File: config.mk
export PLATFORM = sky130hd
export DESIGN_NAME = mouse_click_gesture_detector_unit_flat
export DESIGN_NICKNAME = d
export VERILOG_FILES = /design/src/hw/rtl/mcgd_pkg.sv /design/src/hw/rtl/mcgd_req_if.sv /design/src/hw/rtl/mcgd_rsp_if.sv /design/src/hw/rtl/mcgd_csr_if.sv /design/src/hw/rtl/mcgd_clamp.sv /design/src/hw/rtl/mouse_click_gesture_detector_unit.sv /design/src/flat_wrapper.sv
export SDC_FILE = /design/constraint.sdc
export NUM_CORES = 1
export LEC_CHECK = 0
export BUFFER_PORTS_ARGS = -buffer_cell sky130_fd_sc_hd__buf_2
export CORE_MARGIN = 2
export CORE_UTILIZATION = 48
export CTS_CLUSTER_SIZE = 28
export DETAILED_ROUTE_END_ITERATION = 12
export PLACE_DENSITY_LB_ADDON = 0.15
export SLEW_MARGIN = 20
export SYNTH_ARGS = -nofsm -noshare
export SYNTH_HDL_FRONTEND = slang
export SYNTH_SLANG_ARGS = --single-unit
export TNS_END_PERCENT = 100
File: constraint.sdc
create_clock -name clock -period 8.7 [get_ports clock]
set_input_delay 0.435 -clock clock [delete_from_list [all_inputs] [get_ports clock]]
set_output_delay 0.435 -clock clock [all_outputs]
set_load 0.005 [all_outputs]
File: src/hw/rtl/mcgd_pkg.sv
// Shared types and constants of the mouse click gesture detector.
// No dependencies; every other file takes names from here by scope.
package mcgd_pkg;

   // coordinate width default and the width of the raw cursor fields
   localparam int CoordBitsDef = 12;
   localparam int RawBits      = 16;
   localparam int ExtBits      = RawBits + 1;
   localparam int TimeBits     = 32;
   localparam int WindowBits   = 16;

   // configuration port
   localparam int CsrIndexBits = 3;
   localparam int CsrDataBits  = 16;

   localparam logic [WindowBits-1:0] WindowReset = 16'd600;

   // register indexes
   localparam logic [CsrIndexBits-1:0] CsrAreaLeft   = 3'd0;
   localparam logic [CsrIndexBits-1:0] CsrAreaTop    = 3'd1;
   localparam logic [CsrIndexBits-1:0] CsrAreaRight  = 3'd2;
   localparam logic [CsrIndexBits-1:0] CsrAreaBottom = 3'd3;
   localparam logic [CsrIndexBits-1:0] CsrWindow     = 3'd4;

   // event flags of one result item
   typedef struct packed {
      logic left_pressed;
      logic right_pressed;
      logic left_touch;
      logic right_touch;
      logic left_click;
      logic right_click;
      logic left_double;
      logic right_double;
      logic drag_active;
      logic motion_seen;
   } flags_type;

endpackage

File: src/hw/rtl/mcgd_req_if.sv
// Input channel of the gesture detector: one frame sample per item.
// Depends on mcgd_pkg for field widths.
interface mcgd_req_if;
   logic                              valid;
   logic                              ready;
   logic [mcgd_pkg::TimeBits-1:0]     time_ms;
   logic signed [mcgd_pkg::RawBits-1:0] raw_x;
   logic signed [mcgd_pkg::RawBits-1:0] raw_y;
   logic                              left_down;
   logic                              right_down;
   logic                              moved;

   modport source (output valid, time_ms, raw_x, raw_y, left_down, right_down, moved,
                   input ready);
   modport sink   (input valid, time_ms, raw_x, raw_y, left_down, right_down, moved,
                   output ready);
endinterface

File: src/hw/rtl/mcgd_rsp_if.sv
// Result channel of the gesture detector: cursor and event flags per item.
// Depends on mcgd_pkg for the coordinate width default.
interface mcgd_rsp_if #(
   parameter int COORD_BITS = mcgd_pkg::CoordBitsDef
);
   logic                  valid;
   logic                  ready;
   logic [COORD_BITS-1:0] cursor_x;
   logic [COORD_BITS-1:0] cursor_y;
   logic                  left_pressed;
   logic                  right_pressed;
   logic                  left_touch;
   logic                  right_touch;
   logic                  left_click;
   logic                  right_click;
   logic                  left_double;
   logic                  right_double;
   logic                  drag_active;
   logic                  motion_seen;

   modport source (output valid, cursor_x, cursor_y, left_pressed, right_pressed,
                   left_touch, right_touch, left_click, right_click, left_double,
                   right_double, drag_active, motion_seen,
                   input ready);
   modport sink   (input valid, cursor_x, cursor_y, left_pressed, right_pressed,
                   left_touch, right_touch, left_click, right_click, left_double,
                   right_double, drag_active, motion_seen,
                   output ready);
endinterface

File: src/hw/rtl/mcgd_csr_if.sv
// Configuration write channel of the gesture detector.
// Depends on mcgd_pkg for index and data widths.
interface mcgd_csr_if;
   logic                                valid;
   logic                                ready;
   logic [mcgd_pkg::CsrIndexBits-1:0]   index;
   logic [mcgd_pkg::CsrDataBits-1:0]    data;

   modport source (output valid, index, data, input ready);
   modport sink   (input valid, index, data, output ready);
endinterface

File: src/hw/rtl/mcgd_clamp.sv
// Clamp of one signed raw coordinate into an unsigned [lo, hi] range.
// Depends on mcgd_pkg for the raw and extended widths.
module mcgd_clamp #(
   parameter int COORD_BITS = mcgd_pkg::CoordBitsDef
) (
   input  logic signed [mcgd_pkg::RawBits-1:0] raw,
   input  logic [COORD_BITS-1:0]               lo,
   input  logic [COORD_BITS-1:0]               hi,
   output logic [COORD_BITS-1:0]               value
);

   localparam int PadBits = mcgd_pkg::ExtBits - COORD_BITS;

   logic signed [mcgd_pkg::ExtBits-1:0] raw_ext;
   logic signed [mcgd_pkg::ExtBits-1:0] lo_ext;
   logic signed [mcgd_pkg::ExtBits-1:0] hi_ext;
   logic signed [mcgd_pkg::ExtBits-1:0] raised;
   logic signed [mcgd_pkg::ExtBits-1:0] lowered;

   // sign-extend the raw value, zero-extend the bounds
   assign raw_ext = {raw[mcgd_pkg::RawBits-1], raw};
   assign lo_ext  = signed'({{PadBits{1'b0}}, lo});
   assign hi_ext  = signed'({{PadBits{1'b0}}, hi});

   // raise to the low bound first, then lower to the high bound: high wins
   assign raised  = (raw_ext < lo_ext) ? lo_ext : raw_ext;
   assign lowered = (raised > hi_ext) ? hi_ext : raised;
   assign value   = lowered[COORD_BITS-1:0];

endmodule

File: src/hw/rtl/mouse_click_gesture_detector_unit.sv
// Top level of the mouse click gesture detector: input stage, event logic, result stage.
// Depends on mcgd_pkg, the three channel interfaces and mcgd_clamp.
//
//   channel  modport  direction  payload
//   req_if   sink     in         time_ms, raw_x, raw_y, left_down, right_down, moved
//   rsp_if   source   out        cursor_x/y, pressed, touch, click, double, drag, motion
//   csr_if   sink     in         index, data (always ready)
//
// One item per cycle while the result side keeps taking items; each item passes the
// input register and then sits in the result register until taken.
// The event logic between the two registers is a 32-bit subtract and compare per button.
// Reset is synchronous and clears all control state and configuration to defaults.
// A stalled result holds the input register; the input side stalls only when both are full.
module mouse_click_gesture_detector_unit #(
   parameter int COORD_BITS = mcgd_pkg::CoordBitsDef
) (
   input  logic       clock,
   input  logic       reset,
   mcgd_req_if.sink   req_if,
   mcgd_rsp_if.source rsp_if,
   mcgd_csr_if.sink   csr_if
);

   typedef logic [COORD_BITS-1:0] coord_type;

   // configuration
   coord_type                          area_left_ff, area_top_ff;
   coord_type                          area_right_ff, area_bottom_ff;
   logic [mcgd_pkg::WindowBits-1:0]    window_ff;

   // input stage
   logic                               s1_valid_ff;
   logic [mcgd_pkg::TimeBits-1:0]      s1_time_ff;
   logic signed [mcgd_pkg::RawBits-1:0] s1_x_ff, s1_y_ff;
   logic                               s1_left_ff, s1_right_ff, s1_moved_ff;

   // gesture state
   logic                               prev_left_ff, prev_right_ff;
   logic                               block_ff, armed_ff, dragging_ff;
   logic                               left_pend_ff, right_pend_ff;
   coord_type                          anchor_x_ff, anchor_y_ff;
   coord_type                          lfx_ff, lfy_ff, rfx_ff, rfy_ff;
   logic [mcgd_pkg::TimeBits-1:0]      lft_ff, rft_ff;

   // result stage
   logic                               out_valid_ff;
   coord_type                          out_x_ff, out_y_ff;
   mcgd_pkg::flags_type                out_flags_ff;

   // combinational values
   logic                               advance;
   coord_type                          cx, cy, x, y;
   coord_type                          anchor_x_a, anchor_y_a, anchor_x_in, anchor_y_in;
   logic                               blocked, left_eff, lt, rt, snap, armed_a;
   logic                               lp_a, rp_a, l_win, r_win, l_dbl, r_dbl;
   logic                               l_click, r_click;
   logic                               prev_left_in, prev_right_in, block_in;
   logic                               armed_in, dragging_in, left_pend_in, right_pend_in;
   logic                               lfirst_we, rfirst_we;
   logic [mcgd_pkg::TimeBits-1:0]      l_elapsed, r_elapsed, window_ext;
   mcgd_pkg::flags_type                flags_in;

   // handshakes
   assign advance      = s1_valid_ff && (!out_valid_ff || rsp_if.ready);
   assign req_if.ready = !s1_valid_ff || advance;
   assign csr_if.ready = 1'b1;

   // clamp both axes
   mcgd_clamp #(.COORD_BITS(COORD_BITS)) u_clamp_x (
      .raw(s1_x_ff), .lo(area_left_ff), .hi(area_right_ff), .value(cx)
   );
   mcgd_clamp #(.COORD_BITS(COORD_BITS)) u_clamp_y (
      .raw(s1_y_ff), .lo(area_top_ff), .hi(area_bottom_ff), .value(cy)
   );

   assign window_ext = {{(mcgd_pkg::TimeBits - mcgd_pkg::WindowBits){1'b0}}, window_ff};
   assign l_elapsed  = s1_time_ff - lft_ff;
   assign r_elapsed  = s1_time_ff - rft_ff;
   assign l_win      = l_elapsed < window_ext;
   assign r_win      = r_elapsed < window_ext;

   // event logic for the item in the input register
   always_comb begin
      blocked    = s1_left_ff && block_ff;
      left_eff   = s1_left_ff && !blocked;
      lt         = left_eff && !prev_left_ff;
      rt         = s1_right_ff && !prev_right_ff && !blocked;

      // left press edge captures the anchor and arms a drag
      anchor_x_a = lt ? cx : anchor_x_ff;
      anchor_y_a = lt ? cy : anchor_y_ff;
      armed_a    = left_eff && (lt || armed_ff);
      snap       = left_eff && !dragging_ff && armed_a && s1_moved_ff;
      x          = snap ? anchor_x_a : cx;
      y          = snap ? anchor_y_a : cy;

      // right press edge captures the anchor from the snapped cursor
      anchor_x_in = rt ? x : anchor_x_a;
      anchor_y_in = rt ? y : anchor_y_a;

      l_click = !blocked && prev_left_ff && !s1_left_ff &&
                anchor_x_in == x && anchor_y_in == y;
      r_click = !blocked && prev_right_ff && !s1_right_ff &&
                anchor_x_in == x && anchor_y_in == y;

      // drop a pending first press once the cursor leaves it
      lp_a  = left_pend_ff && lfx_ff == x && lfy_ff == y;
      rp_a  = right_pend_ff && rfx_ff == x && rfy_ff == y;
      l_dbl = lt && lp_a && l_win;
      r_dbl = rt && rp_a && r_win;
      lfirst_we = lt && !l_dbl;
      rfirst_we = rt && !r_dbl;

      if (blocked) begin
         prev_left_in  = 1'b0;
         prev_right_in = prev_right_ff;
         block_in      = block_ff;
         armed_in      = armed_ff;
         dragging_in   = dragging_ff;
         left_pend_in  = left_pend_ff;
         right_pend_in = right_pend_ff;
         anchor_x_in   = anchor_x_ff;
         anchor_y_in   = anchor_y_ff;
      end else begin
         prev_left_in  = s1_left_ff;
         prev_right_in = s1_right_ff;
         block_in      = l_dbl;
         armed_in      = armed_a && !snap;
         dragging_in   = left_eff && (dragging_ff || snap);
         left_pend_in  = lt ? !l_dbl : lp_a;
         right_pend_in = rt ? !r_dbl : rp_a;
      end

      flags_in.left_pressed  = left_eff;
      flags_in.right_pressed = s1_right_ff;
      flags_in.left_touch    = lt;
      flags_in.right_touch   = rt;
      flags_in.left_click    = l_click;
      flags_in.right_click   = r_click;
      flags_in.left_double   = l_dbl;
      flags_in.right_double  = r_dbl;
      flags_in.drag_active   = dragging_in;
      flags_in.motion_seen   = s1_moved_ff;
   end

   // configuration writes; mask to register width, ignore unknown indexes
   always_ff @(posedge clock) begin
      if (reset) begin
         area_left_ff   <= '0;
         area_top_ff    <= '0;
         area_right_ff  <= '1;
         area_bottom_ff <= '1;
         window_ff      <= mcgd_pkg::WindowReset;
      end else if (csr_if.valid && csr_if.ready) begin
         unique case (csr_if.index)
            mcgd_pkg::CsrAreaLeft:   area_left_ff   <= csr_if.data[COORD_BITS-1:0];
            mcgd_pkg::CsrAreaTop:    area_top_ff    <= csr_if.data[COORD_BITS-1:0];
            mcgd_pkg::CsrAreaRight:  area_right_ff  <= csr_if.data[COORD_BITS-1:0];
            mcgd_pkg::CsrAreaBottom: area_bottom_ff <= csr_if.data[COORD_BITS-1:0];
            mcgd_pkg::CsrWindow:     window_ff      <= csr_if.data[mcgd_pkg::WindowBits-1:0];
            default: ;
         endcase
      end
   end

   // input register: take an item whenever the stage is free or moving on
   always_ff @(posedge clock) begin
      if (reset) begin
         s1_valid_ff <= 1'b0;
      end else if (req_if.ready) begin
         s1_valid_ff <= req_if.valid;
      end
   end

   always_ff @(posedge clock) begin
      if (req_if.valid && req_if.ready) begin
         s1_time_ff  <= req_if.time_ms;
         s1_x_ff     <= req_if.raw_x;
         s1_y_ff     <= req_if.raw_y;
         s1_left_ff  <= req_if.left_down;
         s1_right_ff <= req_if.right_down;
         s1_moved_ff <= req_if.moved;
      end
   end

   // advance gesture state as each item moves to the result register
   always_ff @(posedge clock) begin
      if (reset) begin
         prev_left_ff  <= 1'b0;
         prev_right_ff <= 1'b0;
         block_ff      <= 1'b0;
         armed_ff      <= 1'b0;
         dragging_ff   <= 1'b0;
         left_pend_ff  <= 1'b0;
         right_pend_ff <= 1'b0;
         anchor_x_ff   <= '0;
         anchor_y_ff   <= '0;
         lfx_ff        <= '0;
         lfy_ff        <= '0;
         rfx_ff        <= '0;
         rfy_ff        <= '0;
         lft_ff        <= '0;
         rft_ff        <= '0;
      end else if (advance) begin
         prev_left_ff  <= prev_left_in;
         prev_right_ff <= prev_right_in;
         block_ff      <= block_in;
         armed_ff      <= armed_in;
         dragging_ff   <= dragging_in;
         left_pend_ff  <= left_pend_in;
         right_pend_ff <= right_pend_in;
         anchor_x_ff   <= anchor_x_in;
         anchor_y_ff   <= anchor_y_in;
         if (lfirst_we) begin
            lfx_ff <= x;
            lfy_ff <= y;
            lft_ff <= s1_time_ff;
         end
         if (rfirst_we) begin
            rfx_ff <= x;
            rfy_ff <= y;
            rft_ff <= s1_time_ff;
         end
      end
   end

   // result register: load on advance, drop once taken
   always_ff @(posedge clock) begin
      if (reset) begin
         out_valid_ff <= 1'b0;
      end else if (advance) begin
         out_valid_ff <= 1'b1;
      end else if (rsp_if.ready) begin
         out_valid_ff <= 1'b0;
      end
   end

   always_ff @(posedge clock) begin
      if (advance) begin
         out_x_ff     <= x;
         out_y_ff     <= y;
         out_flags_ff <= flags_in;
      end
   end

   assign rsp_if.valid         = out_valid_ff;
   assign rsp_if.cursor_x      = out_x_ff;
   assign rsp_if.cursor_y      = out_y_ff;
   assign rsp_if.left_pressed  = out_flags_ff.left_pressed;
   assign rsp_if.right_pressed = out_flags_ff.right_pressed;
   assign rsp_if.left_touch    = out_flags_ff.left_touch;
   assign rsp_if.right_touch   = out_flags_ff.right_touch;
   assign rsp_if.left_click    = out_flags_ff.left_click;
   assign rsp_if.right_click   = out_flags_ff.right_click;
   assign rsp_if.left_double   = out_flags_ff.left_double;
   assign rsp_if.right_double  = out_flags_ff.right_double;
   assign rsp_if.drag_active   = out_flags_ff.drag_active;
   assign rsp_if.motion_seen   = out_flags_ff.motion_seen;

   // a left double is always a press edge with the button reported down
   a_left_double_is_touch: assert property (@(posedge clock) disable iff (reset)
      (out_valid_ff && out_flags_ff.left_double) |->
         (out_flags_ff.left_touch && out_flags_ff.left_pressed))
      else $error("left double without a reported press edge");

   // a right double is always a right press edge
   a_right_double_is_touch: assert property (@(posedge clock) disable iff (reset)
      (out_valid_ff && out_flags_ff.right_double) |-> out_flags_ff.right_touch)
      else $error("right double without a right press edge");

   // a left double blocks the left button from the next item on
   a_double_sets_block: assert property (@(posedge clock) disable iff (reset)
      (advance && l_dbl) |=> block_ff)
      else $error("left double did not block the left button");

   // a blocked frame leaves the left button seen as released
   a_blocked_clears_prev: assert property (@(posedge clock) disable iff (reset)
      (advance && blocked) |=> (!prev_left_ff && block_ff))
      else $error("blocked frame did not clear the previous left level");

endmodule

File: src/flat_wrapper.sv
// flat-port wrapper written by rule: the top's interface ports become plain ports
module mouse_click_gesture_detector_unit_flat 
#(
   parameter int COORD_BITS = mcgd_pkg::CoordBitsDef
)
  (clock, reset, req_if_valid, req_if_time_ms, req_if_raw_x, req_if_raw_y, req_if_left_down, req_if_right_down, req_if_moved, req_if_ready, rsp_if_valid, rsp_if_cursor_x, rsp_if_cursor_y, rsp_if_left_pressed, rsp_if_right_pressed, rsp_if_left_touch, rsp_if_right_touch, rsp_if_left_click, rsp_if_right_click, rsp_if_left_double, rsp_if_right_double, rsp_if_drag_active, rsp_if_motion_seen, rsp_if_ready, csr_if_valid, csr_if_index, csr_if_data, csr_if_ready);
  mcgd_req_if req_if_i ();
  mcgd_rsp_if #(.COORD_BITS(COORD_BITS)) rsp_if_i ();
  mcgd_csr_if csr_if_i ();
  input  logic clock;
  input  logic reset;
  input wire logic [$bits(req_if_i.valid)-1:0] req_if_valid;
  input wire logic [$bits(req_if_i.time_ms)-1:0] req_if_time_ms;
  input wire logic [$bits(req_if_i.raw_x)-1:0] req_if_raw_x;
  input wire logic [$bits(req_if_i.raw_y)-1:0] req_if_raw_y;
  input wire logic [$bits(req_if_i.left_down)-1:0] req_if_left_down;
  input wire logic [$bits(req_if_i.right_down)-1:0] req_if_right_down;
  input wire logic [$bits(req_if_i.moved)-1:0] req_if_moved;
  output wire logic [$bits(req_if_i.ready)-1:0] req_if_ready;
  output wire logic [$bits(rsp_if_i.valid)-1:0] rsp_if_valid;
  output wire logic [$bits(rsp_if_i.cursor_x)-1:0] rsp_if_cursor_x;
  output wire logic [$bits(rsp_if_i.cursor_y)-1:0] rsp_if_cursor_y;
  output wire logic [$bits(rsp_if_i.left_pressed)-1:0] rsp_if_left_pressed;
  output wire logic [$bits(rsp_if_i.right_pressed)-1:0] rsp_if_right_pressed;
  output wire logic [$bits(rsp_if_i.left_touch)-1:0] rsp_if_left_touch;
  output wire logic [$bits(rsp_if_i.right_touch)-1:0] rsp_if_right_touch;
  output wire logic [$bits(rsp_if_i.left_click)-1:0] rsp_if_left_click;
  output wire logic [$bits(rsp_if_i.right_click)-1:0] rsp_if_right_click;
  output wire logic [$bits(rsp_if_i.left_double)-1:0] rsp_if_left_double;
  output wire logic [$bits(rsp_if_i.right_double)-1:0] rsp_if_right_double;
  output wire logic [$bits(rsp_if_i.drag_active)-1:0] rsp_if_drag_active;
  output wire logic [$bits(rsp_if_i.motion_seen)-1:0] rsp_if_motion_seen;
  input wire logic [$bits(rsp_if_i.ready)-1:0] rsp_if_ready;
  input wire logic [$bits(csr_if_i.valid)-1:0] csr_if_valid;
  input wire logic [$bits(csr_if_i.index)-1:0] csr_if_index;
  input wire logic [$bits(csr_if_i.data)-1:0] csr_if_data;
  output wire logic [$bits(csr_if_i.ready)-1:0] csr_if_ready;
  assign req_if_i.valid = req_if_valid;
  assign req_if_i.time_ms = req_if_time_ms;
  assign req_if_i.raw_x = req_if_raw_x;
  assign req_if_i.raw_y = req_if_raw_y;
  assign req_if_i.left_down = req_if_left_down;
  assign req_if_i.right_down = req_if_right_down;
  assign req_if_i.moved = req_if_moved;
  assign req_if_ready = req_if_i.ready;
  assign rsp_if_valid = rsp_if_i.valid;
  assign rsp_if_cursor_x = rsp_if_i.cursor_x;
  assign rsp_if_cursor_y = rsp_if_i.cursor_y;
  assign rsp_if_left_pressed = rsp_if_i.left_pressed;
  assign rsp_if_right_pressed = rsp_if_i.right_pressed;
  assign rsp_if_left_touch = rsp_if_i.left_touch;
  assign rsp_if_right_touch = rsp_if_i.right_touch;
  assign rsp_if_left_click = rsp_if_i.left_click;
  assign rsp_if_right_click = rsp_if_i.right_click;
  assign rsp_if_left_double = rsp_if_i.left_double;
  assign rsp_if_right_double = rsp_if_i.right_double;
  assign rsp_if_drag_active = rsp_if_i.drag_active;
  assign rsp_if_motion_seen = rsp_if_i.motion_seen;
  assign rsp_if_i.ready = rsp_if_ready;
  assign csr_if_i.valid = csr_if_valid;
  assign csr_if_i.index = csr_if_index;
  assign csr_if_i.data = csr_if_data;
  assign csr_if_ready = csr_if_i.ready;
  mouse_click_gesture_detector_unit #(.COORD_BITS(COORD_BITS)) u_core (.clock(clock), .reset(reset), .req_if(req_if_i), .rsp_if(rsp_if_i), .csr_if(csr_if_i));
endmodule
Word level (Yosys, flattened, before mapping)
Index checks and enable logic that the tools add are counted.
- add/sub/neg operators: 2
- $lt $le $gt $ge: 6
- equal/unequal tests: 10
- mux-type cells: 16
- bitwise logic cells: 1
- reduce and logical (&&, ||, !) cells: 56
- operators by type and width (kind ; count):
    2-to-1 mux 12 bit ; 8
    == test 12 bit ; 6
    < comparator 32 x 16 -> 1 bit ; 2
    subtractor 32 bit ; 2
    > comparator 17 x 13 -> 1 bit ; 2
    2-to-1 mux 17 bit ; 2
    < comparator 16 x 13 -> 1 bit ; 2
    logical AND 1 bit ; 31
    AND reduction 2 bit ; 8
    logical NOT 1 bit ; 11
    == test 3 x 2 -> 1 bit (second input constant) ; 2
    2-to-1 mux 1 bit ; 6
    logical OR 1 bit ; 4
    == test 3 x 1 -> 1 bit (second input constant) ; 1
    == test 3 bit (second input constant) ; 1
    logical NOT 3 bit ; 1
    nonzero test 2 bit ; 1
    NOT 1 bit ; 1
- bits in registers: 310
- output and inout port bits: 37
- word-level logic and storage cells: 131

Longest topological paths before layout
- word-level depth: 17
- mapped depth: 33
- depth with buffers taken out: 30

By module
From an unflattened synthesis, not the netlist that was laid out.
- cells, all modules: 2287
- area total of the unflattened synthesis: 20005.4 µm²
- by module, submodules not included (module ; instances ; cells each ; area each (µm²) ; seq. area each (µm²)):
    mouse_click_gesture_detector_unit ; 1 ; 2002 ; 17844.6 ; 7216.9
    mcgd_clamp at u_core.u_clamp_y ; 1 ; 171 ; 1213.7 ; 0.0
    mcgd_clamp at u_core.u_clamp_x ; 1 ; 114 ; 947.2 ; 0.0

Worst setup path after synthesis
Ideal clock, no wire load.
- kind: reg-to-reg
- from: register u_core.s1_y_ff[1] (netlist name)
- to: register u_core.lfy_ff[8]
- data arrival time: 6855 ps
- required time: 8554 ps
- slack: 1699 ps
- cell stages (with the launch flop): 32
- clock period less this slack: 7001 ps
- cell sequence: edfxtp_1 -> ha_1 -> a21o_1 -> a21o_1 -> a21o_1 -> a21o_1 -> a21o_1 -> a21o_1 -> a21o_1 -> a21o_1 -> a21o_1 -> a21o_1 -> a2111oi_0 -> ha_1 -> buf_2 -> mux2_2 -> ha_1 -> nand3_1 -> o21bai_1 -> a311o_1 -> a21boi_4 -> nor3_1 -> or2_1 -> buf_2 -> xnor2_1 -> o41ai_1 -> nand4_1 -> or4_1 -> buf_4 -> buf_2 -> a21oi_1 -> a311oi_2
- cells in the longest elaborated chain, start to end: 13
- ends and longest elaborated chain (element ; line ; text):
    start: declaration ; mouse_click_gesture_detector_unit.sv:34 ; logic signed [mcgd_pkg::RawBits-1:0] s1_x_ff, s1_y_ff;
    start signal: assignment ; mouse_click_gesture_detector_unit.sv:179 ; s1_y_ff <= req_if.raw_y;
    < comparator 16 x 13 -> 1 bit ; mcgd_clamp.sv:26 ; assign raised = (raw_ext < lo_ext) ? lo_ext : raw_ext;
    2-to-1 mux 17 bit * ; mcgd_clamp.sv:26 ;
    > comparator 17 x 13 -> 1 bit ; mcgd_clamp.sv:27 ; assign lowered = (raised > hi_ext) ? hi_ext : raised;
    2-to-1 mux 12 bit * ; mcgd_clamp.sv:27 ;
    2-to-1 mux 12 bit ; mouse_click_gesture_detector_unit.sv:91 ; anchor_y_a = lt ? cy : anchor_y_ff;
    2-to-1 mux 12 bit * ; mouse_click_gesture_detector_unit.sv:95 ; y = snap ? anchor_y_a : cy;
    == test 12 bit ; mouse_click_gesture_detector_unit.sv:107 ; lp_a = left_pend_ff && lfx_ff == x && lfy_ff == y;
    logical AND 1 bit ; mouse_click_gesture_detector_unit.sv:107 ;
    logical AND 1 bit (2 in a row) ; mouse_click_gesture_detector_unit.sv:109 ; l_dbl = lt && lp_a && l_win;
    logical NOT 1 bit ; mouse_click_gesture_detector_unit.sv:111 ; lfirst_we = lt && !l_dbl;
    logical AND 1 bit ; mouse_click_gesture_detector_unit.sv:111 ;
    AND reduction 2 bit (no source line) ; -- ;
    end signal: assignment ; mouse_click_gesture_detector_unit.sv:216 ; lfy_ff <= y;
    end: declaration ; mouse_click_gesture_detector_unit.sv:42 ; coord_type lfx_ff, lfy_ff, rfx_ff, rfy_ff;
Every way passes the cells marked *; elsewhere a longest branch is shown, timed or not.
A chain may end at the register's enable or synchronous reset.

Worst setup path in the final report
- from: register u_core.s1_y_ff[1] (netlist name)
- to: register u_core.lft_ff[9] (netlist name)
- cells in the longest elaborated chain, start to end: 13
- ends and longest elaborated chain (element ; line ; text):
    < comparator 16 x 13 -> 1 bit ; mcgd_clamp.sv:26 ;
    2-to-1 mux 17 bit * ; mcgd_clamp.sv:26 ;
    > comparator 17 x 13 -> 1 bit ; mcgd_clamp.sv:27 ;
    2-to-1 mux 12 bit * ; mcgd_clamp.sv:27 ;
    2-to-1 mux 12 bit ; mouse_click_gesture_detector_unit.sv:91 ;
    2-to-1 mux 12 bit * ; mouse_click_gesture_detector_unit.sv:95 ;
    via u_core.y[7] ; mouse_click_gesture_detector_unit.sv:52 ; coord_type cx, cy, x, y;
    == test 12 bit * ; mouse_click_gesture_detector_unit.sv:107 ;
    logical AND 1 bit * ; mouse_click_gesture_detector_unit.sv:107 ;
    logical AND 1 bit * (2 in a row) ; mouse_click_gesture_detector_unit.sv:109 ;
    logical NOT 1 bit * ; mouse_click_gesture_detector_unit.sv:111 ;
    logical AND 1 bit * ; mouse_click_gesture_detector_unit.sv:111 ;
    AND reduction 2 bit (no source line) * ; -- ;
    end signal: assignment ; mouse_click_gesture_detector_unit.sv:217 ; lft_ff <= s1_time_ff;
    end: declaration ; mouse_click_gesture_detector_unit.sv:43 ; logic [mcgd_pkg::TimeBits-1:0] lft_ff, rft_ff;
Mark *: on every way through the listed nets, which the timed path passes. The rest lies on a longest branch.

==> results.py <==
metrics = {
    "run_status": {
        "status": "finished, final reports clean",
    },
    "detailed_routing": {
        "ant_nets": 0,
        "drt-total-wl_um": 57300,
        "drt_iter0_drc": 1249,
        "drtPass1Iterations": 8,
        "drt-vias-per-instance": 5.82,
        "via_count": 16500,
        "drc": 0,
        "wl_per_cell_um": 20.3,
    },
    "timing": {
        "setup_violations": 0,
        "hold_violations": 0,
        "setup_ws_ps": 464,
        "fin_skew_ps": 13.2,
        "drv_slew": 0,
        "max_slew_margin_pct": 27.1,
        "min_period_ps": 8240,
        "max_freq_mhz": 121,
        "finalSetupTns_ps": 0,
        "rsz0062_at_grt": "no",
        "tightest_slew_ps": 1080,
        "whs_ps": 61.3,
        "finalCritPeriodShare_pct": 94.7,
    },
    "synth": {
        "ys_seq_area_share_pct": 37.4,
        "yosysWarnings": 0,
        "syn_nets": 2424,
        "synthCells": 2191,
        "ys_ff_latch": 310,
        "syn_area_um2": 19300,
        "synth_cell_types": 99,
        "synth_edf_count": 101,
        "avgSynthCellArea_um2": 8.80,
        "synthArstFlopShare_pct": 0,
        "ys.flop_type": "dfxtp_1",
    },
    "placement": {
        "numPortBuffers": 126,
        "dp_worst_setup_slack_ps": 262,
        "dpl_cell_area_um2": 20300,
        "place_congestion": 0.946,
        "dp_hpwl_um": 43900,
        "place_inst": 2761,
    },
    "grt": {
        "grt_most_used_layer": "met2",
        "antenna_found_initial": 0,
        "grt_pass1_wl_um": 89300,
        "grt-ovfl-total": 0,
        "track_usage_pct": 27.6,
        "gr-usage-met1_pct": 39.1,
        "grt_pass1_vias": 15600,
        "use_met3_pct": 4.00,
        "grt_max_degree": 82,
        "grt_util_met2_pct": 43.1,
    },
    "worst_setup_path": {
        "cp_top_family": "compound AO/OA/AOI/OAI gates",
        "crit_slowest_cell": "or4_1",
        "crit_fanout": 18,
        "startpoint_type": "register",
        "critical_path_arrival_ps": 8710,
        "crit_required_ps": 9170,
        "worstSetupPathType": "reg -> reg",
        "worst-path-buf-inv": 2,
        "crit_path_end_kind": "register",
        "critPathMaxStageDelay_ps": 670,
        "path_common_cell": "a21o_1",
    },
    "die": {
        "ios": 128,
        "die_w_um": 204,
        "coreArea_um2": 39700,
        "fp.dieH_um": 204,
        "num_rows": 73,
        "die_area_um2": 41800,
        "start_util_pct": 48.5,
    },
    "finish": {
        "stdcell_count": 2825,
        "syn2layout_area_growth_pct": 11.4,
        "final_cell_mix": "346 x nand2_1, 209 x dfxtp_1, 166 x inv_1",
        "drive_gt1_share_pct": 12.0,
        "diodes": 0,
        "multi_input_area_um2": 10900,
        "stdcell_area_um2": 21500,
        "nNetsFinal": 2507,
        "seq_area_um2": 7220,
        "layout_commonest_cell": "nand2_1",
        "fillers": 3741,
    },
    "hold_path": {
        "min_path_type": "in -> reg",
    },
    "power_and_ir_drop": {
        "power_frac_comb_pct": 19.6,
        "ir_drop_uv": 152,
        "seqPwrFrac_pct": 41.8,
        "powerDensity_nw_per_um2": 181,
        "p_sw_share_pct": 29.4,
        "p_int_w": 0.00274,
        "cellLeakagePower_nw": 8.81,
        "clock_power_share_pct": 38.6,
        "p_switching_w": 0.00114,
    },
    "clocking": {
        "cts-root-buf": "clkbuf_16",
        "cts.sinks": 310,
        "clockBufferDepth": 3,
        "clkTransAtPathRegs_ps": 60,
        "clk_latency_ps": 550,
        "cts_hold_buf": 0,
        "cts_tree": "done",
        "htreeDepth": 2,
        "cts_made_buffers": 36,
    },
    "flow_run": {
        "maxCapViolations": 0,
    },
}
## cells by family (layout without fill, tap and decap cells)
logic type	count (synthesis)	in the layout	synth area share, %
compound gates	507	507	18.1
xor+xnor	99	99	4.50
fa+ha+maj	142	142	9.29
buf+inv	280	389	6.06
flops	310	310	37.4
mux	137	137	7.39
other cells	1	1	0.0195
simple gates	715	715	17.2
## layer usage
metal  up-vias  part of all wire, %
li1       7994                    -
met1      7921                   48
met2       450                   44
met4         0                  2.8
met3        88                  5.0
met5         -                    0
## synth_stat cells (47+ instances only)
cell | count | share of area [%]
clkbuf_1 | 76 | 1.5
dfxtp_1 | 209 | 22
nor2_1 | 118 | 2.3
xnor2_1 | 52 | 2.4
a21o_1 | 49 | 1.9
ha_1 | 140 | 9.1
nand2_1 | 347 | 6.8
a21oi_1 | 161 | 4.2
edfxtp_1 | 101 | 16
nand3_1 | 53 | 1.4
inv_1 | 167 | 3.3
xor2_1 | 47 | 2.1
o21ai_0 | 50 | 1.3
mux2i_1 | 112 | 5.8
## flip-flops by register name (all words and copies together), names as in the netlist, 12 cells and up
signal and count:
u_core.rft_ff 32, u_core.area_right_ff 12, u_core.window_ff 16, u_core.area_left_ff 12, u_core.area_top_ff 12, u_core.lft_ff 32, u_core.rfx_ff 12, u_core.area_bottom_ff 12
u_core.lfy_ff 12, u_core.rfy_ff 12, u_core.anchor_x_ff 12, u_core.rsp_if.cursor_x 12, u_core.anchor_y_ff 12, u_core.s1_time_ff 32, u_core.s1_y_ff 16, u_core.rsp_if.cursor_y 12
u_core.s1_x_ff 16, u_core.lfx_ff 12
## what timing repair did
action	in CTS	in global routing
setup endpoints to repair	0	119
setup buffers	0	0
resized for setup	0	3
## through the flow
step           power [W]  util (%)
6_report         0.00389      54.0
5_1_grt          0.00406      54.0
4_1_cts          0.00391      54.0
3_5_place_dp     0.00240      51.1
3_3_place_gp     0.00239      51.1
2_1_floorplan    0.00216         -
## power groups by stage
stage / Combinational [W] / Clock (W) / Sequential [W]
3_5_place_dp: 0.000748 / 0 / 0.00165
5_1_grt: 0.000842 / 0.00159 / 0.00163
3_3_place_gp: 0.000740 / 0 / 0.00165
2_1_floorplan: 0.000528 / 0 / 0.00163
4_1_cts: 0.000753 / 0.00153 / 0.00162
6_report: 0.000762 / 0.00150 / 0.00162
## worst paths after layout
path | startpoint | end | slack, ps | depth (start not counted)
max | u_core.s1_y_ff[1]$_DFFE_PP_ | u_core.lft_ff[9]$_SDFFE_PP0P_ | 460 | 29
min | req_if_time_ms[21] | u_core.s1_time_ff[21]$_DFFE_PP_ | 60 | 1
max reg2reg | u_core.s1_y_ff[1]$_DFFE_PP_ | u_core.lft_ff[9]$_SDFFE_PP0P_ | 460 | 29
min reg2reg | u_core.rft_ff[3]$_SDFFE_PP0P_ | u_core.rft_ff[3]$_SDFFE_PP0P_ | 450 | 2
## layout make-up
| type | instances | area share (%) |
|---|---|---|
| repair buffers | 152 | 4.02 |
| clock inverters | 16 | 0.664 |
| multi-input cells | 1601 | 50.9 |
| flip-flops and latches | 310 | 33.6 |
| clock buffers | 48 | 4.74 |
| inverters | 173 | 3.04 |
| well taps | 525 | 3.06 |
## worst reg2reg max path, delay by kind of cell (launching register included)
kind                       cells  cell delay [ps]
AOI/OAI and AO/OA             16             3580
and+or+nand+nor                5             1820
adders and majority gates      3             1120
muxes                          2              660
buffers and inverters          2              470
DFF                            1              410
xor gates and xnor gates       1              100
No activity file was read; power rests on OpenSTA's default activity.
